<file path="config.mk">
export PLATFORM = sky130hd
export DESIGN_NAME = cau_queue
export DESIGN_NICKNAME = d
export VERILOG_FILES = /design/src/rtl/core/assert_macros.svh /design/src/rtl/core/cau_pkg.sv /design/src/rtl/core/cau_queue.sv
export SDC_FILE = /design/constraint.sdc
export NUM_CORES = 1
export LEC_CHECK = 0
export ABC_CLOCK_PERIOD_IN_PS = 3150
export BUFFER_PORTS_ARGS = -buffer_cell sky130_fd_sc_hd__clkbuf_2
export CAP_MARGIN = 40
export CORE_ASPECT_RATIO = 1.25
export CORE_MARGIN = 2
export CORE_UTILIZATION = 59
export DETAILED_ROUTE_END_ITERATION = 6
export MAX_ROUTING_LAYER = met4
export PLACE_DENSITY = 0.88
export SYNTH_ARGS = -nofsm -noshare
export SYNTH_HDL_FRONTEND = slang
export SYNTH_SLANG_ARGS = --single-unit
</file>
<file path="constraint.sdc">
create_clock -name clk -period 3.15 [get_ports clk]
set_input_delay 0.1575 -clock clk [delete_from_list [all_inputs] [get_ports clk]]
set_output_delay 0.1575 -clock clk [all_outputs]
set_load 0.01 [all_outputs]
</file>
<file path="src/rtl/core/assert_macros.svh">
// Assertion macros shared by the RTL of the complex arithmetic unit.
// Simulation builds get concurrent assertions; synthesis builds get nothing.
`ifndef ASSERT_MACROS_SVH
`define ASSERT_MACROS_SVH
`ifndef SYNTHESIS
`define CAU_ASSERT(label, clk, rst_n, prop) \
	label: assert property (@(posedge clk) disable iff (!rst_n) prop) \
		else $error("assertion failed");
`define CAU_ASSERT_IMP(label, clk, rst_n, pre, post) \
	`CAU_ASSERT(label, clk, rst_n, (pre) |-> (post))
`else
`define CAU_ASSERT(label, clk, rst_n, prop)
`define CAU_ASSERT_IMP(label, clk, rst_n, pre, post)
`endif
`endif

</file>
<file path="src/rtl/core/cau_pkg.sv">
// Shared types and constants of the complex arithmetic unit.
// No dependencies.
`timescale 1ns / 1ps
`default_nettype none
package cau_pkg;
	// action codes on the input
	localparam logic [2:0] ACT_ADD   = 3'd0;
	localparam logic [2:0] ACT_SUB   = 3'd1;
	localparam logic [2:0] ACT_SCALE = 3'd2;
	localparam logic [2:0] ACT_IMUL  = 3'd3;
	localparam logic [2:0] ACT_CMUL  = 3'd4;
	localparam logic [2:0] ACT_MAG   = 3'd5;

	// operation class decided by the front end
	typedef enum logic [2:0] {
		CLS_NONE,
		CLS_ADD,
		CLS_SUB,
		CLS_MUL,
		CLS_MAG
	} op_class_t;

	localparam int CLS_BITS    = 3;
	localparam int QUEUE_DEPTH = 4;
endpackage
`default_nettype wire

</file>
<file path="src/rtl/core/cau_queue.sv">
// Short FIFO between front end and back end.
// Depends on cau_pkg for its depth.
`timescale 1ns / 1ps
`default_nettype none
module cau_queue #(
	parameter int W = 8
) (
	input  wire logic         clk,
	input  wire logic         arst_n,
	input  wire logic         push,
	input  wire logic [W-1:0] push_data,
	output logic              full,
	input  wire logic         pop,
	output logic [W-1:0]      pop_data,
	output logic              empty
);
	import cau_pkg::*;

	localparam int AW = $clog2(QUEUE_DEPTH);

	logic [W-1:0]  mem_q [0:QUEUE_DEPTH-1];
	logic [AW-1:0] wr_ptr_q;
	logic [AW-1:0] rd_ptr_q;
	logic [AW:0]   count_q;

	assign full     = (count_q == (AW+1)'(QUEUE_DEPTH));
	assign empty    = (count_q == '0);
	assign pop_data = mem_q[rd_ptr_q];

	// storage
	always_ff @(posedge clk) begin
		if (push) mem_q[wr_ptr_q] <= push_data;
	end

	// pointers and fill level
	always_ff @(posedge clk or negedge arst_n) begin
		if (!arst_n) begin
			wr_ptr_q <= '0;
			rd_ptr_q <= '0;
			count_q  <= '0;
		end else begin
			if (push) wr_ptr_q <= AW'((wr_ptr_q + 1'b1) % QUEUE_DEPTH);
			if (pop)  rd_ptr_q <= AW'((rd_ptr_q + 1'b1) % QUEUE_DEPTH);
			if (push && !pop)      count_q <= count_q + 1'b1;
			else if (pop && !push) count_q <= count_q - 1'b1;
		end
	end
endmodule
`default_nettype wire

</file>
# Word level (Yosys, flattened, before mapping)
# Memory sizes are Yosys's and may differ from the RTL's.
# Index checks and enable logic that the tools add are counted.
op_classes:
  n_reduce_logical: 6
  muxes: 4
  n_eq_ne: 1
  addsub: 4
ops:
  columns: ["operator", "n"]
  rows:
  - ["$mux 3", 2]
  - ["$add 2x1->2 const B", 2]
  - ["$add 3x1->3 const B", 1]
  - ["$eq 3x3->1 const B", 1]
  - ["$logic_not 3->1", 1]
  - ["$sub 3x1->3 const B", 1]
  - ["$logic_and 1x1->1", 2]
  - ["$logic_not 1->1", 2]
  - ["$mux 1", 2]
  - ["$reduce_bool 2->1", 1]
word_totals:
  elab_cells: 19
  regBits: 7
  input_bits: 12
  mem_count: 1
  ram_bits: 32
  output_inout_bits: 10
memory_table:
  columns: ["memory", "words", "width", "rd", "rd_ports_with_merged_regs", "wr", "line_no", "text"]
  rows:
  - ["mem_q", 4, 8, 1, 0, 1, "cau_queue.sv:21", "logic [W-1:0] mem_q [0:QUEUE_DEPTH-1];"]

# Logic depth before layout (Yosys ltp)
# Gate-level depths: netlist of run 1.
depth:
  depth_word: 4
  ltp_mapped: 7
  ltp_nobuf: 7

# Worst setup path before layout of run 1
# OpenSTA, ideal clock, no wires.
synth_path:
  kind: "flip-flop to flip-flop"
  from: "register count_q[0]"
  to: "register count_q[2]"
  required_ns: 3.071
  arrival_ns: 1.237
  synth_period_minus_slack_ns: 1.316
  stages_incl_launch_ff: 5
  setup_time_ns: 0.079
  path_buffers: 0
  setup_slack_ns: 1.834
  cell_sequence: "dfrtp_1 fa_1 xor2_1 nor2_1 xor2_1"
synth_via:
  elab_chain_cells: 3
  elab_cells_between_ends: 4
  classes_between: "2 x add/sub; 2 x mux"
synth_lines:
  columns: ["element", "line_no", "text"]
  rows:
  - ["from (decl)", "cau_queue.sv:24", "logic [AW:0] count_q;"]
  - ["from (signal assigned)", "cau_queue.sv:44", "if (push && !pop) count_q <= count_q + 1'b1;"]
  - ["from (signal assigned)", "cau_queue.sv:45", "else if (pop && !push) count_q <= count_q - 1'b1;"]
  - ["$sub 3x1->3", "cau_queue.sv:45", null]
  - ["$mux 3", "cau_queue.sv:45", null]
  - ["$mux 3 (*)", "cau_queue.sv:44", null]
# Mark *: on every way between the ends. The rest lies on a longest branch, timed or not. The select of a mux whose other input is x is not followed.
# A chain may end at the register's enable or synchronous reset.

# Worst setup path in the final report of run 1
layout_path:
  from: "register rd_ptr_q[0]"
  to: "output pop_data[3]"
layout_via:
  elab_chain_cells: 1
layout_lines:
  columns: ["element", "line_no", "text"]
  rows:
  - ["from (decl)", "cau_queue.sv:23", "logic [AW-1:0] rd_ptr_q;"]
  - ["from (signal assigned)", "cau_queue.sv:43", "if (pop) rd_ptr_q <= AW'((rd_ptr_q + 1'b1) % QUEUE_DEPTH);"]
  - ["$mem_v2 4x8", null, null]
  - ["to (decl)", "cau_queue.sv:14", "output logic [W-1:0] pop_data,"]
# No other way between the ends.

==> run summary, run 1 <==
The number of resized instances in the post-cts repair step is 0. 0 antenna diodes ended up in the layout. Yosys mapped the design onto 17 distinct sky130hd cell types. The final-layout setup total negative slack is 0 ns. The share of total power in the clock network came out at approximately a fifth. The effective utilization at floorplan is roughly 63%.

The largest vdd supply drop came out at between 0.5 and 0.6 mV. After clock tree synthesis, the clock-pin slew on the worst setup and hold paths is 0.11 ns. The pre-CTS worst setup slack is 1.541 ns. The setup clock skew after layout came out at just under 0.008 ns. The detailed-router iteration count before antenna repair is 4. The cell-internal power is 1.081 mW. The global routing met3 resource utilization came out at 5.097%. The shortest period the worst path allows came out at slightly below 2 ns.

Post-CTS timing repair inserted 0 buffers for setup. The count of input and output buffers is 21. The CTS tree is yes. The layout overhead on the synthesized area came out at 13.99%. The number of nets in the layout came out at between 100 and 150. The number of max-slew violations in the final report is 0. Measured against its own limit, the worst slew margin works out to between 60% and 70%. The number of clock buffers inserted by TritonCTS is 5.

The worst setup path is of the reg -> out kind. The data required time of the critical path came out at ~3 ns. For this block, the initial DRC count from the detailed router was 4. The die is between 40 and 50 um wide. The kind of start point of the critical path is a flip-flop.

STA puts the critical path data arrival time at between 1.5 and 2 ns. The maximum fanout along the worst path is 10. Averaged over all synthesized cells, the footprint is ~20 sq um. The post-DP HPWL is around 1500 um. The final number of setup-violating endpoints is 0. The measured slew at the worst slew-check pin is approximately 0.57 ns.

The relative contribution of sequential cells to total power is between 50% and 60%. The total power divided by cell area is 870.9 mW/mm^2. The net count after synthesis is 94.

The detailed-route vias per instance came out at between 5 and 6. The count of boundary I/O pins came out at 22. The first global-routing pass estimated around 3600 um of wire. On the critical path, the stage with the largest delay is an instance of dfrtp_1. The logic gate share of total power came out at 27.2%.

In this run the most used layer during global routing was met2. The final clock period utilization by the worst path is 62.16%. The met1 track demand over resource in global routing is 21.79%. The sequential cell area fraction in the yosys report is approximately 73%.

The most common cell after layout, fill and taps aside is edfxtp_1. The largest net degree at the start of global routing is 13. The routed wire length is 2316 um.

For this run the aggregate overflow at the end of global routing stands at 0. The summed area of non-filler cells in the final layout is around 0.0018 sq mm. The clock net sink count came out at 39.

The slack of the critical path came out at roughly 1.2 ns. Cells with a size suffix above 1 make up between 30 and 40% of the layout. The post-route DRC violation count is 0. The cell count after synthesis is 76. The run finished with clean final reports. The global placer's final weighted congestion is 0.6598. The core area is between 0.002 and 0.0025 sq mm. The die covers between 0.003 and 0.004 sq mm. The cts-stage hold buffer count is 1. Timing would allow up to between 500 and 600 MHz. The static leakage is ~0.67 nW. In this run the clock root is driven by a clkbuf_4.

The number of failing hold endpoints at the final stage came out at 0. The count of H-tree levels built during CTS came out at 2. In the layout the commonest cells are edfxtp_1, clkbuf_2, mux4_2. The detailed router placed approximately 750 vias in this run. The fraction of power spent switching nets is a little under 30%. The total standard cell area after synthesis is around 0.0015 sq mm. The tightest min-delay check is of the in -> reg type.

Setup repair after global routing left no endpoint under its margin. The die outline height came out at between 60 and 70 um. The number of global-route vias before repair came out at about 740.

The met2 layer usage reported by global route is ~28%. The number of antenna violations at the first check in global routing came to 0. The average wire length per cell after detail routing is roughly 17 um.

Walking the worst path, the cells encountered are mux4_2, clkbuf_2. The maximum clock path buffer count is 2. The largest stage delay on the critical path is roughly 0.72 ns. The number of max-cap violations came out at 0.

For this design the total switching power over the nets is about 0.46 mW. The cell row count is 20. STA classifies the critical path endpoint as a primary output.

The clock insertion delay at the later pin of the skew report came out at 0.34 ns. The number of synthesis warnings came out at 0. The number of synthesized register bits is 39. The area after detailed placement came out at between 0.0015 and 0.002 sq mm.

The remaining antenna violation count came out at 0. The global-route usage over all layers is approximately a fifth.
## state kept, by name, indices dropped and copies added, names as in the netlist
signal	flops
count_q	3
mem_q	32
rd_ptr_q	2
wr_ptr_q	2
## cell type report
cell class,instances,area (sq um)
tap,33,41.29
clock buffer,5,37.54
fill,169,688.2
inverter,4,15.01
timing repair buffer,22,115.1
sequential,39,1136
multi-input combinational,31,380.4
clock inverter,3,38.79
## critical path, delay by kind of cell (launching register included)
kind                   cells  cell delay [ns]
DFF                        1             0.72
muxes                      1             0.59
buffers and inverters      1             0.14
## per-layer routing
metal / wire (um) / vias to the layer above / share of wire, %
met4: 57 / 0 / 2.5
li1: - / 343 / -
met3: 128 / 7 / 5.5
met1: 919 / 370 / 40
met2: 1210 / 34 / 52
met5: 0 / - / 0
## path summary, 6_finish.rpt
path	from	slack, ns	depth (start not counted)	end
max	rd_ptr_q[0]$_DFFE_PN0P_	1.19	2	pop_data[3]
min	push_data[3]	0.03	1	mem_q[0][3]$_DFFE_PP_
max reg2reg	count_q[0]$_DFFE_PN0P_	1.72	4	count_q[2]$_DFFE_PN0P_
min reg2reg	count_q[2]$_DFFE_PN0P_	0.51	1	count_q[2]$_DFFE_PN0P_
max in group asynchronous	arst_n	2.80	2	count_q[0]$_DFFE_PN0P_
min in group asynchronous	arst_n	0.18	2	wr_ptr_q[1]$_DFFE_PN0P_
## cell families after synthesis
group	count (synthesis)	synth area share [%]
DFF	39	73.40
muxes	9	12.37
and+or+nand+nor	9	3.152
xor gates and xnor gates	6	3.395
buffers and inverters	6	2.020
adders and majority gates	6	5.336
AOI/OAI and AO/OA	1	0.3231
## cell usage after synthesis
library cell	instances	share of area, %
fa_1	1	1.3
nor2_1	1	0.24
inv_1	4	0.97
and2_1	4	1.6
nor3b_1	1	0.49
dfrtp_1	7	11
o21ai_0	1	0.32
edfxtp_1	32	62
buf_6	1	0.73
xnor2_1	2	1.1
mux4_2	8	12
nand2_1	2	0.49
mux2_2	1	0.73
ha_1	5	4.0
nor3_1	1	0.32
buf_2	1	0.32
xor2_1	4	2.3
## power by group through the flow
stage / Sequential, mW / Combinational (mW) / Clock, mW
final: 0.804 / 0.418 / 0.315
after global routing: 0.821 / 0.459 / 0.343
after floorplan: 0.744 / 0.353 / 0
after CTS: 0.808 / 0.426 / 0.321
after detailed placement: 0.820 / 0.422 / 0
after global placement: 0.806 / 0.401 / 0
## stage by stage
stage | hold WS [ns] | util, % | cells | total power, mW
2_1_floorplan | -0.1381 | - | 76 | 1.098
3_3_place_gp | -0.001104 | 68.42 | 128 | 1.207
3_5_place_dp | 0.004172 | 68.42 | 128 | 1.242
4_1_cts | 0.01465 | 71.94 | 137 | 1.556
5_1_grt | 0.01585 | 71.94 | 137 | 1.623
6_report | 0.02842 | 71.94 | 137 | 1.537
No activity file was read; power rests on OpenSTA's default activity.
==> run 2, diff against run 1 <==
--- a/config.mk
+++ b/config.mk
@@ -5,15 +5,15 @@
 export SDC_FILE = /design/constraint.sdc
 export NUM_CORES = 1
 export LEC_CHECK = 0
-export ABC_CLOCK_PERIOD_IN_PS = 3150
+export ABC_CLOCK_PERIOD_IN_PS = 1700
 export BUFFER_PORTS_ARGS = -buffer_cell sky130_fd_sc_hd__clkbuf_2
 export CAP_MARGIN = 40
 export CORE_ASPECT_RATIO = 1.25
 export CORE_MARGIN = 2
-export CORE_UTILIZATION = 59
+export CORE_UTILIZATION = 49
 export DETAILED_ROUTE_END_ITERATION = 6
 export MAX_ROUTING_LAYER = met4
-export PLACE_DENSITY = 0.88
+export PLACE_DENSITY = 0.79
 export SYNTH_ARGS = -nofsm -noshare
 export SYNTH_HDL_FRONTEND = slang
 export SYNTH_SLANG_ARGS = --single-unit
==> constraint.sdc (replaced) <==
create_clock -name clk -period 1.7 [get_ports clk]
set_input_delay 0.085 -clock clk [delete_from_list [all_inputs] [get_ports clk]]
set_output_delay 0.085 -clock clk [all_outputs]
set_load 0.01 [all_outputs]
==> run summary, run 2 (same netlist as run 1, synthesis figures left out) <==
The flow ran to the end, and the final reports show no timing, DRC or antenna violations. Leaving out fill and tap cells, the most frequent cells in the layout are edfxtp_1, clkbuf_2, dlygate4sd3_1. The post-route DRC violation count is 0. For the worst setup path, the data arrival time is roughly 1.6 ns. TritonCTS built the clock tree. The clock insertion delay at the later pin of the skew report is approximately 0.35 ns. Per report_power, the sequential group accounts for slightly above 50% of the total. The fraction of layout cells with a size suffix above 1 is 33.62%. The summed area of non-filler cells in the final layout is approximately 0.0019 sq mm. In the routed layout, each cell is associated on average with a via count of about 5.2. The number of max-slew violations in the final report came out at 0. The global placer's final weighted congestion is around 0.8.

The clock network accounts for 15.8% of the total power. Clock-pin slew was measured on the worst setup and hold paths at approximately 0.11 ns. The die is between 60 and 70 um tall. The remaining antenna violation count came out at 0. The clock net in this run drives a total of 39 sinks. The power spent charging and discharging nets is around 0.9 mW.

Compared with the post-synthesis result, the final layout area differs by 20.86%. The maximum fanout along the worst path is 8. The number of max-cap violations came out at 0. The maximum clock path buffer count came out at 2.

The path class of the tightest hold or removal check is in -> async. The floorplan has 22 rows. In this run the clock root is driven by a clkbuf_4.

The worst path uses a little over nine tenths of the clock period. The largest registers in the layout are mem_q: 32 flops, count_q: 3 flops. The measured slew at the worst slew-check pin is 0.4712 ns. The number of nets in the layout came out at between 100 and 150. On the critical path the largest part of the delay comes from multiplexers. The clock period could shrink to 1.639 ns. On the worst path, the slowest cell contributes a delay of roughly 0.5 ns. The library cell contributing the largest single delay on the critical path is mux4_2. The post-DP HPWL is approximately 1800 um. The number of failing hold endpoints at the final stage is 0.

The floorplan step defined a die boundary enclosing 0.003627 sq mm. The upper clock frequency limit is about 600 MHz. Summed over all layers, the routed wires come to between 2000 and 3000 um. Data on the critical path is required at its endpoint by approximately 1.6 ns. The slack of the critical path came out at 0.06143 ns. The average wire length per cell after detail routing came out at ~18 um. Internal power comes to between 1.5 and 2 mW. STA classifies the critical path endpoint as a primary output. The area after detailed placement is roughly 0.0017 sq mm.

For this block, the initial DRC count from the detailed router was 12. The headroom to the max-slew limit is about two thirds. Input and output buffers added on the ports amount to 21. The global-route usage over all layers is between 10% and 20%. The die is 54.27 um wide. The total vias in the final route came out at 791. The total power divided by cell area is 1510 mW/mm^2.

mem_q holds more flip-flops than any other register. The fraction of power spent switching nets is a little under a third. The count of H-tree levels built during CTS is 2. The logic gate share of total power is 32.8%.

The global-route congestion overflow total came out at 0. The setup clock skew after layout is ~0.0069 ns. The pre-CTS worst setup slack came out at 0.2627 ns.

The combined buffer and inverter count along the critical path is 2. The largest vdd supply drop came out at between 0.9 and 1 mV. Setup repair after global routing could not meet its margin everywhere. The number of antenna violations at the first check in global routing was 0. Walking the worst path, the cells encountered are buf_12, mux4_2, clkbuf_2. The detailed-router iteration count before antenna repair is 4. The initial utilization of the core area, before any placement, comes to between 50% and 60%.

The count of boundary I/O pins came out at 22. For this design the static power due to leakage is 0.7142 nW. The number of inserted diodes came out at 0. The path type of the worst setup path is reg -> out. The core area is a little under 0.003 sq mm. The final number of setup-violating endpoints is 0.

The number of flip-flops under the largest register name is 32. The number of global-route vias before repair came out at ~920. The power after layout is 2.825 mW. The kind of start point of the critical path is a flip-flop. Clock tree synthesis inserted a total of 5 buffers. The largest net degree at the start of global routing is 12. The global-route wire length before repair is about 4400 um.

The most common cell after layout, fill and taps aside is edfxtp_1.
## run 2: changes by cell type in the layout (fill, tap and decap cells not counted), sizes merged
cell / change
buf: +2
bufinv: -1
clkbuf: +2
clkinv: -1
dlygate4sd3: +10
## run 2: what timing repair did
item                                   CTS  global route
setup endpoints to repair                8             1
endpoints found under the hold margin   41             0
hold buffers                            11             0
setup buffers                            1             0
gates resized for setup                  1             0
## run 2: final timing paths
path	slack [ns]	startpoint	depth (start not counted)	to
max	0.06	rd_ptr_q[0]$_DFFE_PN0P_	3	pop_data[1]
min	0.09	arst_n	2	count_q[1]$_DFFE_PN0P_
max reg2reg	0.29	wr_ptr_q[1]$_DFFE_PN0P_	3	mem_q[1][1]$_DFFE_PP_
min reg2reg	0.50	count_q[2]$_DFFE_PN0P_	1	count_q[2]$_DFFE_PN0P_
max in group asynchronous	1.43	arst_n	2	rd_ptr_q[0]$_DFFE_PN0P_
min in group clk	0.50	push_data[2]	2	mem_q[2][2]$_DFFE_PP_
## run 2: area by class of cell
class | instances | area [sq um]
fill | 224 | 1102
inverter | 4 | 15.01
clock inverter | 1 | 5.005
clock buffer | 7 | 45.04
multi-input combinational | 31 | 380.4
timing repair buffer | 34 | 242.7
sequential | 39 | 1137
tap | 36 | 45.04
## run 2: through the flow
| step | hold WS, ns | cells | utilization, % | setup TNS, ns |
|---|---|---|---|---|
| 6_report | 0.09265 | 152 | 62.92 | 0 |
| 5_1_grt | 0.09051 | 152 | 62.92 | -0.006949 |
| 4_1_cts | 0.08384 | 152 | 62.92 | 0 |
| 3_5_place_dp | -0.06561 | 132 | 57.24 | 0 |
| 3_3_place_gp | -0.07133 | 132 | 57.24 | 0 |
| 2_1_floorplan | -0.2106 | 76 | - | 0 |
## run 2: layer usage
| layer | vias up | global-route usage (%) | part of all wire [%] |
|---|---|---|---|
| met5 | - | - | 0 |
| met3 | 8 | 4.709 | 3.6 |
| met2 | 23 | 32.08 | 57 |
| met4 | 0 | 12.19 | 3.2 |
| li1 | 366 | - | - |
| met1 | 394 | 19.87 | 36 |
## run 2: power groups by stage
stage               clock [mW]  sequential, mW  combinational [mW]
finish                   0.447            1.45               0.926
floorplan                    0            1.38               0.655
global route             0.496            1.48                1.04
detailed placement           0            1.48               0.909
global placement             0            1.45               0.860
CTS                      0.464            1.46               0.954
