$ cat src/rtl/core/assert_macros.svh
// Assertion macros shared by the RTL of the complex arithmetic unit.
// Simulation builds get concurrent assertions; synthesis builds get nothing.
`ifndef ASSERT_MACROS_SVH
`define ASSERT_MACROS_SVH
`ifndef SYNTHESIS
`define CAU_ASSERT(label, clk, rst_n, prop) \
	label: assert property (@(posedge clk) disable iff (!rst_n) prop) \
		else $error("assertion failed");
`define CAU_ASSERT_IMP(label, clk, rst_n, pre, post) \
	`CAU_ASSERT(label, clk, rst_n, (pre) |-> (post))
`else
`define CAU_ASSERT(label, clk, rst_n, prop)
`define CAU_ASSERT_IMP(label, clk, rst_n, pre, post)
`endif
`endif

$ cat src/rtl/core/cau_pkg.sv
// Shared types and constants of the complex arithmetic unit.
// No dependencies.
`timescale 1ns / 1ps
`default_nettype none
package cau_pkg;
	// action codes on the input
	localparam logic [2:0] ACT_ADD   = 3'd0;
	localparam logic [2:0] ACT_SUB   = 3'd1;
	localparam logic [2:0] ACT_SCALE = 3'd2;
	localparam logic [2:0] ACT_IMUL  = 3'd3;
	localparam logic [2:0] ACT_CMUL  = 3'd4;
	localparam logic [2:0] ACT_MAG   = 3'd5;

	// operation class decided by the front end
	typedef enum logic [2:0] {
		CLS_NONE,
		CLS_ADD,
		CLS_SUB,
		CLS_MUL,
		CLS_MAG
	} op_class_t;

	localparam int CLS_BITS    = 3;
	localparam int QUEUE_DEPTH = 4;
endpackage
`default_nettype wire

$ cat src/rtl/core/cau_front.sv
// Front end: accepts requests, classifies the action and sets up operands.
// Depends on cau_pkg; feeds cau_queue.
`timescale 1ns / 1ps
`default_nettype none
module cau_front #(
	parameter int DW = 32
) (
	input  wire logic                 in_valid,
	output logic                      in_stall,
	input  wire logic [2:0]           action,
	input  wire logic signed [DW-1:0] a_real,
	input  wire logic signed [DW-1:0] a_imag,
	input  wire logic signed [DW-1:0] b_real,
	input  wire logic signed [DW-1:0] b_imag,
	input  wire logic                 q_full,
	output logic                      q_push,
	output logic [cau_pkg::CLS_BITS+4*DW-1:0] q_data
);
	import cau_pkg::*;

	op_class_t     cls;
	logic [DW-1:0] y_re;
	logic [DW-1:0] y_im;

	// class and operand substitution per action
	always_comb begin
		cls  = CLS_NONE;
		y_re = b_real;
		y_im = b_imag;
		unique case (action)
			ACT_ADD: cls = CLS_ADD;
			ACT_SUB: cls = CLS_SUB;
			ACT_SCALE: begin
				cls  = CLS_MUL;
				y_im = '0;
			end
			ACT_IMUL: begin
				cls  = CLS_MUL;
				y_re = '0;
			end
			ACT_CMUL: cls = CLS_MUL;
			ACT_MAG: begin
				// squares come out of the same multipliers
				cls  = CLS_MAG;
				y_re = a_real;
				y_im = a_imag;
			end
			default: cls = CLS_NONE;
		endcase
	end

	assign in_stall = q_full;
	assign q_push   = in_valid && !q_full;
	assign q_data   = {cls, a_real, a_imag, y_re, y_im};
endmodule
`default_nettype wire

$ cat config.mk
export PLATFORM = sky130hd
export DESIGN_NAME = cau_front
export DESIGN_NICKNAME = d
export VERILOG_FILES = /design/src/rtl/core/assert_macros.svh /design/src/rtl/core/cau_pkg.sv /design/src/rtl/core/cau_front.sv
export SDC_FILE = /design/constraint.sdc
export NUM_CORES = 1
export LEC_CHECK = 0
export ABC_AREA = 1
export BUFFER_PORTS_ARGS = -buffer_cell sky130_fd_sc_hd__buf_2
export CORE_AREA = 2 2 102 104
export DETAILED_ROUTE_END_ITERATION = 10
export DIE_AREA = 0 0 104 106
export GPL_TIMING_DRIVEN = 0
export PLACE_DENSITY = 0.62
export SYNTH_ARGS = -nofsm -noshare
export SYNTH_HDL_FRONTEND = slang
export SYNTH_SLANG_ARGS = --single-unit
$ cat constraint.sdc
create_clock -name vclk -period 1
set_input_delay 0.15 -clock vclk [all_inputs]
set_output_delay 0.15 -clock vclk [all_outputs]
set_load 0.02 [all_outputs]
After elaboration in Yosys (flattened, before gate mapping)
Index checks and enable logic that the tools add are counted.
{"block": "word_totals", "ff_bits": 0, "output_inout_bits": 133, "wordCells": 12}
{"block": "classes", "n_eq_ne": 5, "n_mux": 3, "n_reduce_logical": 4}
{"op": "case mux 32 bit (2 select lines)", "n": 2}
{"op": "case mux 3 bit (4 select lines)", "n": 1}
{"op": "equality test 3 x 2 -> 1 bit, second input constant", "n": 2}
{"op": "equality test 3 bit, second input constant", "n": 2}
{"op": "equality test 3 x 1 -> 1 bit, second input constant", "n": 1}
{"op": "zero test 3 bit", "n": 1}
{"op": "OR reduction 3 bit", "n": 1}
{"op": "logical AND 1 bit", "n": 1}
{"op": "zero test 1 bit", "n": 1}

Longest topological paths before layout
Gate-level depths: netlist of the first run.
{"block": "logic_depth", "ltp_word": 3, "mapped_depth": 7, "ltp_nobuf": 5}

Worst setup path after synthesis of the first run
OpenSTA, ideal clock, no wires.
{"block": "synth_timing", "kind": "in2out", "startpoint": "in action[1]", "endpoint": "out q_data[15] (netlist name)", "arrival_time_ps": 776, "required_ps": 850, "path_slack_ps": 74, "cell_stages": 6, "path_cell_list": "inv_2 -> nand3_2 -> inv_2 -> buf_2 -> nand2_1 -> nand2_1"}
{"block": "synth_via", "elab_chain_len": 2, "word_cells_on_any_way": 3, "classes_between": "eq/ne: 2; mux: 1"}
{"element": "from (decl)", "line": "cau_front.sv:10", "text": "input wire logic [2:0] action,"}
{"element": "equality test 3 bit / equality test 3 x 2 -> 1 bit (equally long branches)", "line": "cau_front.sv:30", "text": "unique case (action)"}
{"element": "case mux 32 bit (2 select lines) (*)", "line": "cau_front.sv:30"}
{"element": "to (decl)", "line": "cau_front.sv:17", "text": "output logic [cau_pkg::CLS_BITS+4*DW-1:0] q_data"}
Mark *: on every way between the ends. The rest lies on a longest branch, timed or not.

Final worst setup path of the first run
{"block": "layout_timing", "startpoint": "in action[1]", "endpoint": "out q_data[28] (netlist name)"}
The elaborated chain is that of the path after synthesis.

==> flow_results.org, run 1 <==
** Synthesis
- Of the total synthesized cell area, the portion taken by full adders, half adders and majority gates is 0.
- Number of distinct library cell variants in the gate-level netlist after synthesis :: 12
- The number of nets handed over by synthesis was 426.
- Area fraction of the dominant cell type after synthesis :: 0.344
- Syn avg cell area :: 5.30 um^2
- Area contributors post-synth :: sky130_fd_sc_hd__buf_4 (34%), sky130_fd_sc_hd__nand2_1 (32%), sky130_fd_sc_hd__nand3_1 (22%)
- Synth Area in XOR/XNOR :: 0
- The synthesized design spends more area on one cell type than any other, namely sky130_fd_sc_hd__buf_4.
- The Yosys step of the flow raised 0 warnings.
- Leading post-synthesis cells by instance count :: sky130_fd_sc_hd__nand2_1 (132), sky130_fd_sc_hd__buf_4 (71), sky130_fd_sc_hd__nand3_1 (67), sky130_fd_sc_hd__buf_6 (10), sky130_fd_sc_hd__inv_1 (4)
- Number of cells produced by synthesis :: 293
- Of the total synthesized cell area, the portion taken by AND, OR, NAND and NOR gates is 0.544.
- The compound-gate portion of the synthesized area was 0.00484.
- Post-synth design cell area :: 0.00155 mm^2
- Yosys instantiated no cell more often than sky130_fd_sc_hd__nand2_1.
- Seq/Total Area, Yosys :: 0
- Multiplexer fraction of the synthesized cell area :: 0
- By area, the combinational part of the netlist is dominated by simple AND/OR/NAND/NOR gates.

** Cells and area
- The final layout contains a sequential cell count of 0.
- Clock buffers in the final layout number 0.
- The net count of the finished layout is 707.
- 0 antenna diodes ended up in the layout.
- In the final layout, the share of cells above drive strength 1 is 0.788.
- After filler insertion, the fill cell instance count of the layout stands at 1044.
- Relative to the synthesized area, the layout overhead comes to 162%.
- Sequential Area :: 0 um^2

** Floorplanning
- FP Rows :: 37
- Floorplan Core Area :: 0.0100 mm^2
- In this run the horizontal extent of the chip is 104 um.
- For this design the top-level I/O count stands at 266.
- The die is 106 um tall.
- The initial utilization of the core area, before any placement, comes to 0.155.
- Total die area :: 0.0110 mm^2

** GRT
- Summed over all layers, the global routing overflow is 0.
- Wire length of the first global-routing pass :: 12500 um
- The via count of the first global-routing pass is 2636.
- In the global route stage, overall resource usage came out at 0.134.
- Entering global routing, the biggest net connects 11 pins.
- Antenna violations before repair :: 0

** Setup path
- Worst setup path end :: q_data[28]
- Data required, critical path :: 0.85 ns
- Kind of end point of the critical path :: output port
- The worst setup path is launched from an input port.
- Source of the critical timing path :: action[1]
- For the worst setup path, the data arrival time is 1.01 ns.
- Maximum fanout along the worst path :: 9
- By startpoint and endpoint, the worst setup path is classified as input port to output port.

** Flow run
- Max-Cap Viols :: 0

** Timing
- At the pin with the least slew margin, the transition time is 0.185 ns.
- Hold violation count in the final report :: 0
- After layout, the minimum clock period comes to 1.16 ns.
- The max-slew violation count came to 0.
- Setup repair after global routing could not meet its margin everywhere.
- Final setup violating endpoints :: 65
- Measured against its own limit, the worst slew margin works out to 0.877.
- Based on the critical path, the design can be clocked at up to 862 MHz.
- Aggregate negative setup slack :: -8.41 ns
- In the post-route analysis, the smallest setup slack over all paths is -0.160 ns.
- Post-route fraction of the period consumed by the critical path :: 1.16

** Route
- Number of remaining DRC errors :: 0
- The first routing iteration left 108 violations.
- In the routed layout, each cell is associated on average with a via count of 3.94.
- Detailed routing inserted a total of 2793 vias.
- For this run, the detailed router's first-pass iteration total came to 4.
- Once detail routing completed, the nets flagged for antenna violations numbered 0.
- After detailed routing, the average wire length per cell comes to 12.1 um.
- Summed over all layers, the routed wires come to 8590 um.

** Pwr
- The worst-case IR drop observed on VDD is 0.289 mV.
- Overall power after layout :: 2.27 mW
- Power spread over the standard cell area amounts to 559 mW/mm^2.
- For this design the static power due to leakage is 2.47 nW.

** Place
- During placement, the flow inserted port buffers numbering 266.
- Final weighted congestion in routability-driven placement :: 0.828
- Placed wire-length estimate after detailed placement :: 6420 um

** Hold path
- The path class of the tightest hold or removal check is input port to output port.

** Run status
- Outcome :: complete, but fails checks
- Violations in the final reports :: setup timing
cell usage in the layout, fill, tap and decap left out:
master / count
sky130_fd_sc_hd__buf_2: 204
sky130_fd_sc_hd__buf_4: 79
sky130_fd_sc_hd__nand2_1: 64
sky130_fd_sc_hd__buf_6: 63
sky130_fd_sc_hd__nand3_1: 54
sky130_fd_sc_hd__nand2_2: 51
sky130_fd_sc_hd__nand2_4: 17
sky130_fd_sc_hd__nand3_2: 10
sky130_fd_sc_hd__buf_8: 8
sky130_fd_sc_hd__buf_12: 8
sky130_fd_sc_hd__nand3_4: 4
sky130_fd_sc_hd__clkbuf_16: 2
sky130_fd_sc_hd__inv_2: 2
sky130_fd_sc_hd__clkinv_8: 1
sky130_fd_sc_hd__inv_4: 1
sky130_fd_sc_hd__clkinv_4: 1
sky130_fd_sc_hd__o21a_1: 1
sky130_fd_sc_hd__inv_1: 1
sky130_fd_sc_hd__nor2_1: 1
layer usage:
layer  wire length [um]  GRT usage  vias up
li1                   -          -     1423
met1               3240      0.156     1223
met2               4720      0.269      143
met3                600     0.0184        4
met4                 36    0.00483        0
met5                  0          0        -
cell families (layout without fill, tap and decap cells):
| family | Yosys count | after routing |
|---|---|---|
| compound gates | 1 | 1 |
| simple gates | 201 | 201 |
| buf+inv | 91 | 370 |
per-stage QoR:
step	hold WS [ns]	std cells	instance area [um^2]	util	setup slack [ns]
global route	0.593	708	4070	0.407	-0.227
global placement	0.571	695	3050	0.305	-0.494
finish	0.571	708	4070	0.407	-0.160
floorplan	0.380	293	1550	-	0.0736
CTS	0.576	709	3780	0.378	-0.238
detailed placement	0.574	695	3050	0.305	-0.475
worst max-delay path, stage by stage:
cell                        delay [ns]
sky130_fd_sc_hd__buf_12           0.11
sky130_fd_sc_hd__clkinv_8         0.04
sky130_fd_sc_hd__nand3_4          0.07
sky130_fd_sc_hd__clkbuf_16        0.19
sky130_fd_sc_hd__buf_4            0.14
sky130_fd_sc_hd__nand3_1          0.11
sky130_fd_sc_hd__nand2_2          0.07
sky130_fd_sc_hd__buf_6            0.13
timing repair:
| item | 4_1_cts | 5_1_grt |
|---|---|---|
| buffers inserted | 10 | 1 |
| hold buffers | 0 | 0 |
| pin swaps | 23 | 14 |
| cloned | 4 | 2 |
| setup endpoints to repair | 65 | 66 |
| resized for setup | 172 | 99 |
layout make-up:
class                           count  area (um^2)  area share
Buffer                             84          747       0.184
Inverter                            6         42.5      0.0105
Tap cell                          136          170      0.0418
Multi-Input combinational cell    202         1200       0.296
Timing Repair Buffer              280         1910       0.469
worst min path at each step:
stage / cells past startpoint / end / slack [ns] / startpoint
CTS: 3 / q_push / 0.58 / q_full
detailed placement: 3 / q_push / 0.57 / q_full
global placement: 3 / q_push / 0.57 / q_full
global route: 3 / q_push / 0.59 / q_full
finish: 3 / q_push / 0.57 / q_full
floorplan: 1 / q_push / 0.38 / q_full
power breakdown:
part           internal, mW  switching, mW
logic                  1.12           1.15
clock network             0              0
registers                 0              0
total                  1.12           1.15
Power figures use the tool's default switching activity.
==> run 2, diff against run 1 <==
Settings changed: BUFFER_PORTS_ARGS -buffer_cell sky130_fd_sc_hd__buf_2 to -buffer_cell sky130_fd_sc_hd__clkbuf_2.
==> run 2 against run 1 <==
  * The run still ends with setup timing left
  * Count of clock-buffer cells in the layout unchanged
  * Largest cell class unchanged
  * Sequential cell count unchanged
  * Cell count decreased by 0.14%
  * Global-route usage about the same
  * Total power decreased by 5.0%
  * Non-clock buffer count decreased by 1
  * Via count decreased by 0.93%
  * First-iteration DRC count increased by 5.6%
  * Hold slack got worse by 0.0023 ns
  * Setup slack got worse by 0.11 ns
  * Critical path depth increased by 2
  * Critical path type unchanged
==> flow_results.org, run 2 (synthesis results as in run 1) <==
** Run status
- The run finished, with violations left.
- The final reports fail on setup timing.

** Route
- The total via count after detailed routing was 2767 (-0.93%).
- The ratio of routed vias to standard cells came to 3.91 (-0.79%).
- Routed wirelength normalized by instance count :: 11.9 um (-1.9%)
- Total routed wirelength :: 8420 um (-2.0%)
- Starting DRC count in detailed routing :: 114 (+5.6%)
- The length of the first detailed-routing pass in iterations was 4 (unchanged).
- Number of remaining DRC errors :: 0 (unchanged)
- DRT antenna net count :: 0 (unchanged)

** Setup path
- The worst path arrival time was 1.12 ns (+0.11 ns).
- Cells traversed along the worst timing path :: clkbuf_16 > clkinv_8 > nand3_4 > inv_4 > buf_12 > buf_12 > clkbuf_16 > nand2_1 > nand2_1 > clkbuf_8
- Source of the critical timing path :: action[1]
- The data required time of the critical path is 0.85 ns (about the same).
- Maximum fanout along the worst path :: 5 (-4)
- Kind of end point of the critical path :: output port
- The worst setup path is launched from an input port.
- Among all stages on the critical path, the largest delay is contributed by sky130_fd_sc_hd__clkbuf_8.
- The cell family contributing the most delay on the critical path is buffers and inverters.
- The worst setup path is of the input port to output port kind.
- Highest cell delay on the worst timing path :: 0.15 ns (-0.04 ns)
- The buffer and inverter count on the worst path came to 7 (+2).

** Timing
- The post-route setup TNS was -12.82 ns (-4.41 ns).
- The max-slew violation count is 0 (unchanged).
- The part of the cycle the worst path needs came to 1.27 (+0.111).
- The post-layout worst setup margin came to -0.271 ns (-0.111 ns).
- Worst Max-Slew Pin Slew :: 0.182 ns (-0.00351 ns)
- Setup repair after global routing could not meet its margin everywhere.
- Time the worst path needs with I/O delays and setup :: 1.27 ns (+0.111 ns)
- Max_slew headroom :: 0.879 (+0.00234)
- Hold violation count in the final report :: 0 (unchanged)
- Final setup violating endpoints :: 65 (unchanged)
- The maximum operating frequency is 787 MHz (-8.7%).

** GRT
- Wire length of the first global-routing pass :: 12400 um (-0.50%)
- Gr usage total :: 0.134 (about the same)
- Antenna violations before repair :: 0 (unchanged)
- GRT Residual Overflow :: 0 (unchanged)
- The maximum number of pins on one net before global-route repair was 11 (unchanged).
- The via count of the first global-routing pass was 2558 (-3.0%).

** Place
- Post-place setup slack :: -0.478 ns (-0.00330 ns)
- Area after DPL :: 0.00305 mm^2 (unchanged)
- The quantity of I/O buffers inserted on ports came to 266 (unchanged).
- The half-perimeter wire length of the detailed placement result came to 6470 um (+0.90%).
- Final weighted congestion in routability-driven placement :: 0.847 (+2.3%)
- Placed cell count :: 695 (unchanged)

** Flow run
- Max-Cap Viols :: 0 (unchanged)

** Floorplanning
- Initial Utilization :: 0.155 (unchanged)
- The core footprint is 0.0100 mm^2 (unchanged).
- The I/O pin count was 266 (unchanged).
- The overall die area was 0.0110 mm^2 (unchanged).
- Chip Height :: 106 um (unchanged)
- The number of placement rows is 37 (unchanged).
- The die extent in x was 104 um (unchanged).

** Cells and area
- The number of nets in the final layout was 706 (-0.14%).
- The layout cell share with drive strength beyond 1 was 0.722 (-0.0669).
- Layout clock buffers :: 0 (unchanged)
- Post-Layout Cell Count :: 707 (-0.14%)
- Commonest non-fill, non-tap cells in the layout :: sky130_fd_sc_hd__clkbuf_2 (228), sky130_fd_sc_hd__nand2_1 (91), sky130_fd_sc_hd__buf_4 (75)
- The number of sequential cells was 0 (unchanged).
- Most frequent standard cell in the layout excluding fill and tap cells :: sky130_fd_sc_hd__clkbuf_2
- Post-Route Utilization :: 0.384 (-0.0231)
- Sequential Area :: 0 um^2 (unchanged)
- From synthesis to final layout, the design area changed by 147%.
- Cell area after layout :: 0.00384 mm^2 (-5.7%)
- The number of inserted diodes was 0 (unchanged).

** Pwr
- The maximum VDD drop was 0.246 mV (-15%).
- Leakage :: 2.41 nW (-2.6%)
- Power per cell area :: 563 mW/mm^2 (+0.75%)

** Hold path
- The worst hold path begins at q_full.
- The worst hold path belongs to the class input port to output port.

** Clock tree
- The count of hold-fix buffers inserted at cts was 0 (unchanged).
run 2: changes by cell type in the layout (fill, tap and decap cells not counted), sizes merged:
cell,change
buf,-246
clkbuf,+245
clkinv,-1
inv,+1
run 2: worst paths after layout:
check                     to  slack (ns)  cells after the start
setup / recovery  q_data[57]       -0.27                     10
hold / removal        q_push        0.57                      3
run 2: metal layers:
layer,up-vias,global-route usage,wire (um)
met5,-,0,0
met3,8,0.0239,639
met1,1195,0.156,3200
met2,140,0.264,4500
li1,1424,-,-
met4,0,0.00772,79
run 2: power by group:
| group | internal [mW] | switching [mW] | leakage (nW) |
|---|---|---|---|
| sequential | 0 | 0 | 0 |
| clock | 0 | 0 | 0 |
| combinational | 1.04 | 1.12 | 2.41 |
run 2: repair_timing:
action,CTS,global route
endpoints found under the setup margin,65,66
pin swaps,6,12
resized for setup,101,77
cloned,1,2
buffers inserted,7,2
run 2: final cells by class:
| class | count | area [um^2] |
|---|---|---|
| Buffer | 85 | 724 |
| Inverter | 6 | 37.5 |
| Fill cell | 1079 | 6160 |
| Timing Repair Buffer | 278 | 1850 |
| Multi-Input combinational cell | 202 | 1060 |
| Tap cell | 136 | 170 |
run 2: per-stage QoR:
stage,power (mW),hold slack [ns]
after global placement,1.74,0.573
after CTS,2.02,0.575
final,2.16,0.568
after global routing,2.31,0.598
after detailed placement,1.74,0.573
after floorplan,1.03,0.380
==> run 3, diff against run 2 <==
Settings changed: CELL_PAD_IN_SITES_DETAIL_PLACEMENT set to 0, CELL_PAD_IN_SITES_GLOBAL_PLACEMENT set to 1, CORE_AREA 2 2 102 104 to not set, CORE_MARGIN set to 1.5, CORE_UTILIZATION set to 15, DIE_AREA 0 0 104 106 to not set, PLACE_DENSITY 0.62 to 0.95.
==> run 3 against run 2 <==
  * The flow still finishes with violations (setup timing)
  * Cell count is 0.57% lower
  * Core utilization fell by 0.41 points
  * Maximum frequency increased by 3.3%
  * Setup slack better by 0.041 ns
  * Die area down 0.56%
  * Sequential share of layout area unchanged
  * Count of clock-buffer cells in the layout stayed put
  * Combinational power about the same
  * Non-clock buffer count down 1
  * Wire length shrank 2.5%
  * Via count up 1.4%
  * Critical endpoint is now q_data[50]
==> flow_results.org, run 3 (synthesis results as in run 1) <==
** Run status
- The run finished, with violations left.
- The checks that failed: setup timing.

** GRT
- The via count of the first global-routing pass was 2542 (-0.63%).
- Antenna violations before repair :: 0 (unchanged)
- Gr usage total :: 0.129 (-0.00508)
- The wire length of the first global-routing pass was 11800 um (-5.2%).
- GRT Residual Overflow :: 0 (unchanged)
- Pin count of the biggest net entering global routing :: 11 (unchanged)

** Timing
- The setup-violating endpoint count in the final report is 65 (unchanged).
- The clock period minus final worst setup slack is 1.23 ns (-0.0411 ns).
- Final WS setup :: -0.230 ns (+0.0411 ns)
- The headroom to the max-slew limit came to 0.877 (-0.00157).
- Worst hold margin :: 0.565 ns (-0.00363 ns)
- The number of hold violations in the final report came to 0 (unchanged).
- The maximum operating frequency is 813 MHz (+3.3%).
- The part of the cycle the worst path needs was 1.23 (-0.0411).
- The slew at the pin with the worst max-slew slack was 0.184 ns (+0.00236 ns).
- Setup repair after global routing could not meet its margin everywhere.
- The max-slew violation count is 0 (unchanged).
- Aggregate negative setup slack :: -10.68 ns (+2.13 ns)

** Pwr
- Combinational fraction of design power :: 1.000 (about the same)
- The clock power share is 0 (unchanged).
- The cell leakage power is 2.35 nW (-2.6%).
- Sw Share :: 0.508 (-0.00909)
- Power dissipated by switching net loads :: 1.08 mW (-2.9%)
- The maximum VDD drop is 0.284 mV (+15%).
- Internal power component :: 1.05 mW (+0.73%)
- Reg power frac :: 0 (unchanged)
- Power per cell area :: 568 mW/mm^2 (+0.85%)

** Place
- The quantity of I/O buffers inserted on ports is 266 (unchanged).
- The routability congestion estimate came to 0.836 (-1.4%).
- Post-place setup slack :: -0.441 ns (+0.0374 ns)
- Placed wire-length estimate after detailed placement :: 6430 um (-0.67%)
- Area after DPL :: 0.00305 mm^2 (-0.12%)

** Setup path
- STA classifies the critical path startpoint as an input port.
- The worst stage delay on the critical path was 0.13 ns (-0.02 ns).
- The worst path arrival time is 1.08 ns (-0.04 ns).
- On the critical path, the stage with the largest delay is an instance of sky130_fd_sc_hd__clkbuf_16.
- Critical path start-end classification :: input port to output port
- Maximum fanout along the worst path :: 6 (+1)
- The buffer and inverter count on the worst path is 7 (unchanged).
- The data required time of the critical path was 0.85 ns (about the same).
- Cells traversed along the worst timing path :: clkbuf_16 > clkinv_8 > nand3_4 > inv_4 > buf_12 > buf_12 > buf_8 > nand2_2 > nand2_2 > buf_8
- Kind of end point of the critical path :: output port
- Among cell families on the critical path, the largest total delay comes from buffers and inverters.

** Floorplanning
- Top-level I/O count :: 266 (unchanged)
- FP Rows :: 36 (-2.7%)
- The initial standard-cell utilization of the core came to 0.157 (+0.00141).
- The overall die area came to 0.0110 mm^2 (-0.56%).
- Chip Height :: 105 um (-1.2%)
- Floorplan Core Area :: 0.00991 mm^2 (-0.90%)
- The die extent in x is 105 um (+0.67%).

** Route
- The number of DRC violations after detailed-routing iteration 0 came to 72 (-37%).
- The count of antenna-violating nets left after detailed routing came to 0 (unchanged).
- Total routed wirelength :: 8210 um (-2.5%)
- Number of detailed-routing iterations run before antenna repair :: 4 (unchanged)
- The ratio of routed vias to standard cells is 3.99 (+2.0%).
- The total via count after detailed routing was 2805 (+1.4%).
- The average wire per cell in the routed design is 11.7 um (-1.9%).
- The number of DRC violations after detailed routing is 0 (unchanged).

** Clock tree
- Hold-fix buffers, CTS :: 0 (unchanged)

** Cells and area
- The number of sequential cells was 0 (unchanged).
- Leaving out fill and tap cells, the most frequent cells in the layout are sky130_fd_sc_hd__clkbuf_2 (201), sky130_fd_sc_hd__nand2_1 (105), sky130_fd_sc_hd__buf_4 (92).
- Fraction of final layout cells with drive strength greater than 1 :: 0.695 (-0.0268)
- The final cell area excluding filler cells was 0.00376 mm^2 (-2.0%).
- The total of fill cells in the finished design came to 1073 (-0.56%).
- Area of combinational cells with multiple inputs :: 976 um^2 (-7.7%)
- Layout clock buffers :: 0 (unchanged)
- Relative to the synthesized area, the layout overhead comes to 143%.
- Number of antenna repair diodes :: 0 (unchanged)
- The number of nets in the final layout is 705 (-0.14%).
- Most frequent standard cell in the layout excluding fill and tap cells :: sky130_fd_sc_hd__clkbuf_2
- The area occupied by registers was 0 um^2 (unchanged).

** Hold path
- Type of the tightest min-delay check :: input port to output port

** Flow run
- Max-Cap Viols :: 0 (unchanged)
run 3: cell types whose count changed in the layout (fill, tap and decap cells not counted), sizes merged:
cell    before  now
clkbuf     247  226
buf        116  136
run 3: worst min-delay path: cells and delay by family:
kind / cells / cell delay (ns)
buffers and inverters: 2 / 0.23
AND/OR/NAND/NOR: 1 / 0.04
run 3: repair_timing:
item                       4_1_cts  5_1_grt
resized for setup              113       97
setup endpoints to repair       65       66
gates cloned                     3        2
buffers inserted                 6        2
pin swaps                       14        7
run 3: worst paths after layout:
check                      from    endpoint  slack (ns)  cells past startpoint
worst max-delay path  action[1]  q_data[50]       -0.23                     10
worst min-delay path     q_full      q_push        0.56                      3
run 3: per-stage QoR:
| step | total power, mW | util | cells |
|---|---|---|---|
| floorplan | 1.03 | - | 293 |
| global placement | 1.74 | 0.308 | 692 |
| detailed placement | 1.74 | 0.308 | 692 |
| CTS | 2.02 | 0.362 | 701 |
| global route | 2.27 | 0.380 | 703 |
| finish | 2.14 | 0.380 | 703 |
run 3: area by class of cell:
class	instances	share of cell area
tap	133	0.0442
multi-input combinational	202	0.259
inverter	6	0.0106
timing repair buffer	278	0.494
buffer	84	0.192
run 3: power by group through the flow:
stage	Combinational, mW	Clock, mW	Sequential, mW
2_1_floorplan	1.03	0	0
3_3_place_gp	1.74	0	0
3_5_place_dp	1.74	0	0
4_1_cts	2.02	0	0
5_1_grt	2.27	0	0
6_report	2.14	0	0
run 3: layer usage:
layer | wire length (um) | vias up | GRT usage
li1 | - | 1428 | -
met2 | 4520 | 150 | 0.278
met1 | 2960 | 1225 | 0.131
met3 | 693 | 2 | 0.0237
met4 | 27 | 0 | 0.00391
met5 | 0 | - | 0
